===== src/rtl/oat_mem.sv =====
`timescale 1ns / 1ps
// ----------------------------------------------------------------------------
// Ordered array table: entry memory
// One write port and one read port, read data registered.
// ----------------------------------------------------------------------------
module oat_mem #(
    parameter int DEPTH = 16,
    parameter int AW    = 4
) (
    input  logic          clk,
    input  logic          wr_en,
    input  logic [AW-1:0] wr_addr,
    input  logic [31:0]   wr_data,
    input  logic          rd_en,
    input  logic [AW-1:0] rd_addr,
    output logic [31:0]   rd_data
);

    logic [31:0] mem_array [DEPTH];
    logic [31:0] rd_data_reg;

    // Synchronous write and registered read.
    always_ff @(posedge clk)
    begin
        if (wr_en)
        begin
            mem_array[wr_addr] <= wr_data;
        end
        if (rd_en)
        begin
            rd_data_reg <= mem_array[rd_addr];
        end
    end

    assign rd_data = rd_data_reg;

endmodule


===== config.mk =====
export PLATFORM = sky130hd
export DESIGN_NAME = oat_mem
export DESIGN_NICKNAME = d
export VERILOG_FILES = /design/src/rtl/oat_mem.sv
export SDC_FILE = /design/constraint.sdc
export NUM_CORES = 1
export LEC_CHECK = 0
export BUFFER_PORTS_ARGS = -buffer_cell sky130_fd_sc_hd__buf_2
export CAP_MARGIN = 10
export CORE_ASPECT_RATIO = 0.9
export CORE_MARGIN = 8
export CORE_UTILIZATION = 65
export DETAILED_ROUTE_END_ITERATION = 12
export PLACE_DENSITY = 0.81
export SLEW_MARGIN = 5
export SYNTH_ARGS = -nofsm -noshare
export SYNTH_HDL_FRONTEND = slang
export SYNTH_SLANG_ARGS = --single-unit

===== constraint.sdc =====
create_clock -name clk -period 5.67 [get_ports clk]
set_input_delay 0.567 -clock clk [delete_from_list [all_inputs] [get_ports clk]]
set_output_delay 0.567 -clock clk [all_outputs]
set_load 0.005 [all_outputs]

==> impl_metrics.toml, run 1 <==
[yosys]
synthesis.nets = 881
syn-mean-instance-area_sq_um = 24.1
ys_seq_area_share_pct = 81.0
synth_cells = 838
synth-seq-cells = 544
synth_cell_types = 17
yosysWarnings = 0
syn_area_sq_um = 20200

[cts]
postCtsSetupBuffers = 0
cts_made_buffers = 51
clock_latency_ns = 0.55
clk_pin_slew_ns = 0.06
root_buffer = "clkbuf_16"
cts.path.max_buffers = 3
ctsHoldBuffers = 0
htreeDepth = 2
cts_tree = "yes"
cts_resized = 0
cts.sinks = 544

[die]
dieHeight_microns = 183
pin_count = 75
dieWidth_microns = 202
coreArea_sq_um = 30800
start_util_pct = 65.6
dieArea_sq_um = 36900
placementRows = 61

[power]
pwr-share-clk_pct = 40.9
cell_internal_pwr_mw = 6.70
p_sw_mw = 1.66
p_leak_nw = 7.29
p_comb_share_pct = 4.6
peakVddDrop_uv = 276
swShare_pct = 19.9
power.density_nw_per_um2 = 367
seqPwrFrac_pct = 54.5

[timing]
max_freq_mhz = 387
whs_ns = 0.388
maxSlewHeadroom_pct = 14.8
drv_slew = 0
setup_tns_ns = 0
hold_viol_final = 0
report.final.setup_viol = 0
fin_skew_ns = 0.0106
worst_slew_pin_slew_ns = 1.28
post-route-min-period_ns = 2.59
rsz0062_at_grt = "no"
finalCritPeriodShare_pct = 45.6

[critical_path]
path_max_fanout = 89
r2r_cells = 3
start_kind = "primary input"
r2r-start = "mem_array[8][0]"
crit_type = "primary input to register"
worstReg2RegEnd = "rd_data[0]"
crit_required_ns = 5.96
worstPathArrival_ns = 2.88
cp-startpoint = "rd_addr[0]"
critPathCaptureType = "register"
endpoint = "rd_data[11]"
r2r_slack_ns = 4.13

[grt]
grt_pass1_vias = 10100
grt_use_total_pct = 24.3
grt_pass1_wl_microns = 65100
grt-ovfl-total = 0
antenna_found_initial = 3
grt_max_degree = 90

[place]
dpl_cell_area_sq_um = 21100
routabilityCongestion = 0.694
dp_hpwl_microns = 20100
placed_cells = 1298
io_buffers = 74

[drt]
vias = 9486
dr.pass1.iters = 7
drc_errors = 0
drtIter0Drc = 1076
wirelength_microns = 44800
avgRoutedWirePerCell_microns = 32.3
viasPerCell = 6.83
ant_nets = 0

[job]
cap_violations = 0

[final_layout]
nFillCells = 1593
seqCellArea_sq_um = 16300
fin_area_sq_um = 22800
multiInputGateArea_sq_um = 3750
syn2layout_area_growth_pct = 13.0
drive_gt1_share_pct = 31.4
largest_reg_flops = 512
final_nets = 985
stdcell_count = 1388
antennaDiodeCount = 0

[outcome]
outcome = "complete, no violations"

[min_path]
hold_path.class = "primary input to register"
==> worst min-delay path by stage <==
stage / start / to / depth (start not counted)
after CTS: wr_data[29] / mem_array[10][29] / 1
after global placement: mem_array[12][26] / rd_data[26] / 3
after global routing: wr_data[27] / mem_array[2][27] / 1
after floorplan: wr_data[0] / mem_array[0][0] / 0
after detailed placement: mem_array[14][26] / rd_data[26] / 3
final: wr_data[10] / mem_array[9][10] / 1
==> cell usage after synthesis <==
library cell | instances | area share [%]
mux4_2 | 128 | 14
a22oi_1 | 64 | 2.4
edfxtp_1 | 544 | 81
clkbuf_1 | 17 | 0.32
nand3_1 | 1 | 0.025
buf_6 | 2 | 0.11
buf_2 | 4 | 0.099
or3b_2 | 1 | 0.043
and2_1 | 1 | 0.031
nor3_1 | 4 | 0.099
nand2_1 | 33 | 0.61
nor2_1 | 13 | 0.24
buf_4 | 11 | 0.41
nand2b_1 | 2 | 0.062
buf_1 | 9 | 0.17
nor2b_1 | 2 | 0.062
nand3b_1 | 2 | 0.074
==> metrics by stage <==
step                setup WS, ns  power, mW  utilization, %
floorplan                   1.92       4.85               -
detailed placement          2.49       5.02            68.7
global placement            2.55       5.00            68.7
finish                      3.08       8.37            74.1
CTS                         3.03       8.40            74.1
global route                2.85       8.56            74.1
==> per-layer routing <==
layer	vias to the layer above	share of wire [%]	track usage (%)
met5	-	0.069	0
met4	6	2.4	7.59
met3	100	11	6.14
met2	625	50	39.9
met1	4955	37	32.3
li1	3800	-	-
==> cells by family (layout without fill, tap and decap cells) <==
family / Yosys count / count (layout) / synth area share [%]
multiplexers: 128 / 128 / 14.3
AO/OA/AOI/OAI: 64 / 64 / 2.38
flip-flops: 544 / 544 / 81.0
buffers and inverters: 43 / 184 / 1.10
AND/OR/NAND/NOR: 59 / 59 / 1.25
==> cell usage in the layout, fill, tap and decap left out, types with 2 or more instances in the layout <==
cell type	Yosys	routed
edfxtp_1	544	544
a22oi_1	64	64
clkinv_2	0	4
mux4_2	128	128
nand2b_1	2	2
nor2_4	0	13
clkbuf_16	0	53
clkbuf_1	17	15
buf_4	11	20
nand3b_1	2	2
nor2b_4	0	2
nor3_2	0	4
nand2_1	33	33
bufinv_16	0	7
buf_2	4	72
clkinv_1	0	11
==> layout make-up <==
cell class | instances | area share [%]
Sequential cell | 544 | 71.7
Clock buffer | 68 | 6.07
Clock inverter | 22 | 1.19
Timing Repair Buffer | 94 | 2.39
Tap cell | 409 | 2.24
Multi-Input combinational cell | 251 | 16.4
==> power groups by stage <==
stage	logic (mW)	registers, mW	clock network, mW
3_3_place_gp	0.365	4.64	0
6_report	0.384	4.56	3.42
5_1_grt	0.409	4.57	3.58
3_5_place_dp	0.378	4.64	0
4_1_cts	0.386	4.56	3.45
2_1_floorplan	0.216	4.64	0
==> worst max-delay path: stages <==
cell	delay (ns)
clkbuf_8	0.77
buf_4	0.55
mux4_2	0.58
a22oi_1	0.22
nand2_1	0.09
Power figures use the tool's default switching activity.
==> run 2, diff against run 1 <==
Settings changed: ABC_AREA set to 1, CORE_UTILIZATION 65 to 62, PLACE_DENSITY 0.81 to 0.78.
Clock period 5.67 ns to 2.5 ns, I/O delays scaled along.
==> run 2 against run 1 <==
Combinational power grew to 3.0 times the previous value. Setup slack worse by 2.0 ns. Wire length is 16% higher. Register-to-register slack worse by 2.8 ns. Via count is 59% higher. Critical path depth is 4 lower. Count of clock-buffer cells in the layout is 6 lower. Critical endpoint is now rd_data[13]. Highest routed layer unchanged.
==> impl_metrics.toml, run 2 <==
[critical_path]
path_max_fanout = 1
start_kind = "register"
max_stage_delay_ns = 0.44
crit_required_ns = 2.25
crit_family = "flip-flops"
worstPathArrival_ns = 1.18
critPathCaptureType = "output pin"
critPathBufInv = 1
path_cells = "buf_2"
crit_type = "register to output pin"
slowest_stage = "edfxtp_1"

[yosys]
syn_area_sq_um = 23100
synth-edff-count = 544
synth-seq-cells = 544
yosysMostFrequentCell = "nand2_1"
synthesis.nets = 2163
yosysWarnings = 0
ys_seq_area_share_pct = 70.9
yosys-top-cells-count = "677 x nand2_1, 544 x edfxtp_1, 388 x inv_1, 385 x nand3_1, 41 x buf_2"
synth_cells = 2120
synth_top_area_cell = "edfxtp_1"
ys.flop_type = "edfxtp_1"
synthTopCellsByArea = "edfxtp_1 71%, nand2_1 11%, nand3_1 8.4%"
synthArstFlopShare_pct = 0
synth_top_area_share_pct = 70.9
syn-mean-instance-area_sq_um = 10.9
synth_cell_types = 14

[timing]
layout_setup_ws_ns = 1.07
max_freq_mhz = 697
post-route-min-period_ns = 1.43
setup_tns_ns = 0
whs_ns = 0.0324
report.final.setup_viol = 0
maxSlewHeadroom_pct = 33.2
finalCritPeriodShare_pct = 57.4
drv_slew = 0
worst_slew_pin_slew_ns = 1.00
rsz0062_at_grt = "no"
hold_viol_final = 0
fin_skew_ns = 0.0107

[place]
dpl_worst_slack_ns = 0.639
io_buffers = 74
dp_hpwl_microns = 26200
routabilityCongestion = 0.789

[die]
pin_count = 75
placementRows = 67
start_util_pct = 62.4
dieHeight_microns = 199
dieWidth_microns = 219
coreArea_sq_um = 37000
dieArea_sq_um = 43600

[grt]
grt_max_degree = 129
grt_use_total_pct = 24.0
antenna_found_initial = 1
grt_pass1_vias = 14700
grt_pass1_wl_microns = 80100
grt-ovfl-total = 0

[drt]
drc_errors = 0
drtIter0Drc = 1700
avgRoutedWirePerCell_microns = 19.3
wirelength_microns = 52100
dr.pass1.iters = 5
vias = 15100
ant_nets = 0
viasPerCell = 5.58

[outcome]
outcome = "complete, no violations"

[power]
p_leak_nw = 10.9
peakVddDrop_uv = 668
power.density_nw_per_um2 = 740

[cts]
clock_latency_ns = 0.59
cts_tree = "yes"
htreeDepth = 2
root_buffer = "clkbuf_16"
cts_resized = 0
cts.path.max_buffers = 3
ctsHoldBuffers = 0
clk_pin_slew_ns = 0.06
postCtsSetupBuffers = 0
cts.sinks = 544
cts_made_buffers = 52

[min_path]
hold_path.class = "primary input to register"

[final_layout]
antennaDiodeCount = 0
seqCellArea_sq_um = 16300
largest_reg_flops = 512
final_cell_mix = "677 x nand2_1, 544 x edfxtp_1, 386 x inv_1"
drive_gt1_share_pct = 9.19
final_nets = 2224
mostFrequentLayoutCell = "nand2_1"
multiInputGateArea_sq_um = 4670
fin_util_pct = 69.5
nFillCells = 2490
syn2layout_area_growth_pct = 11.4

[job]
cap_violations = 0
run 2: changes by cell type after synthesis, moves of 5 or more:
cell     change
a22oi_1     -64
buf_1        +5
buf_2       +37
buf_4        -5
buf_6       +27
inv_1      +388
mux4_2     -128
nand2_1    +644
nand3_1    +384
run 2: path summary, 6_finish.rpt:
kind / slack, ns / end / start / cells after the start
hold reg to reg: 0.74 / rd_data[9] / mem_array[6][9] / 6
hold / removal: 0.03 / mem_array[6][4] / wr_data[4] / 1
setup / recovery: 1.07 / rd_data[13] / rd_data[13] / 1
setup reg to reg: 1.28 / rd_data[29] / mem_array[5][29] / 6
run 2: cell families (layout without fill, tap and decap cells):
family / Yosys count / count (layout) / share of synthesized area [%]
AND/OR/NAND/NOR: 1081 / 1081 / 19.7
buffers and inverters: 495 / 596 / 9.41
flip-flops: 544 / 544 / 70.9
run 2: routing by layer:
metal  track usage (%)  vias to the layer above  wire length (microns)
met5                 0                        -                     14
met4              9.83                        2                   1670
met3              4.27                      132                   5050
met1              32.6                     7191                  20800
met2              38.3                      786                  24600
li1                  -                     6987                      -
run 2: power by group:
group / leakage, nW / switching, mW / internal, mW
Clock: 0.798 / 3.23 / 4.27
Combinational: 5.14 / 0.825 / 0.340
Sequential: 4.94 / 0.0586 / 10.3
run 2: cell type report:
class	count	share of cell area [%]
multi-input cells	1081	18.2
clock buffers	62	5.30
inverters	390	5.73
flip-flops and latches	544	63.6
repair buffers	112	3.85
clock inverters	32	0.979
well taps	483	2.35
run 2: metrics by stage:
step	area, sq um	power, mW	instances
global route	25700	19.5	2704
finish	25700	19.0	2704
floorplan	23100	11.2	2120
detailed placement	24100	11.7	2610
global placement	24100	11.6	2610
CTS	25700	19.1	2704
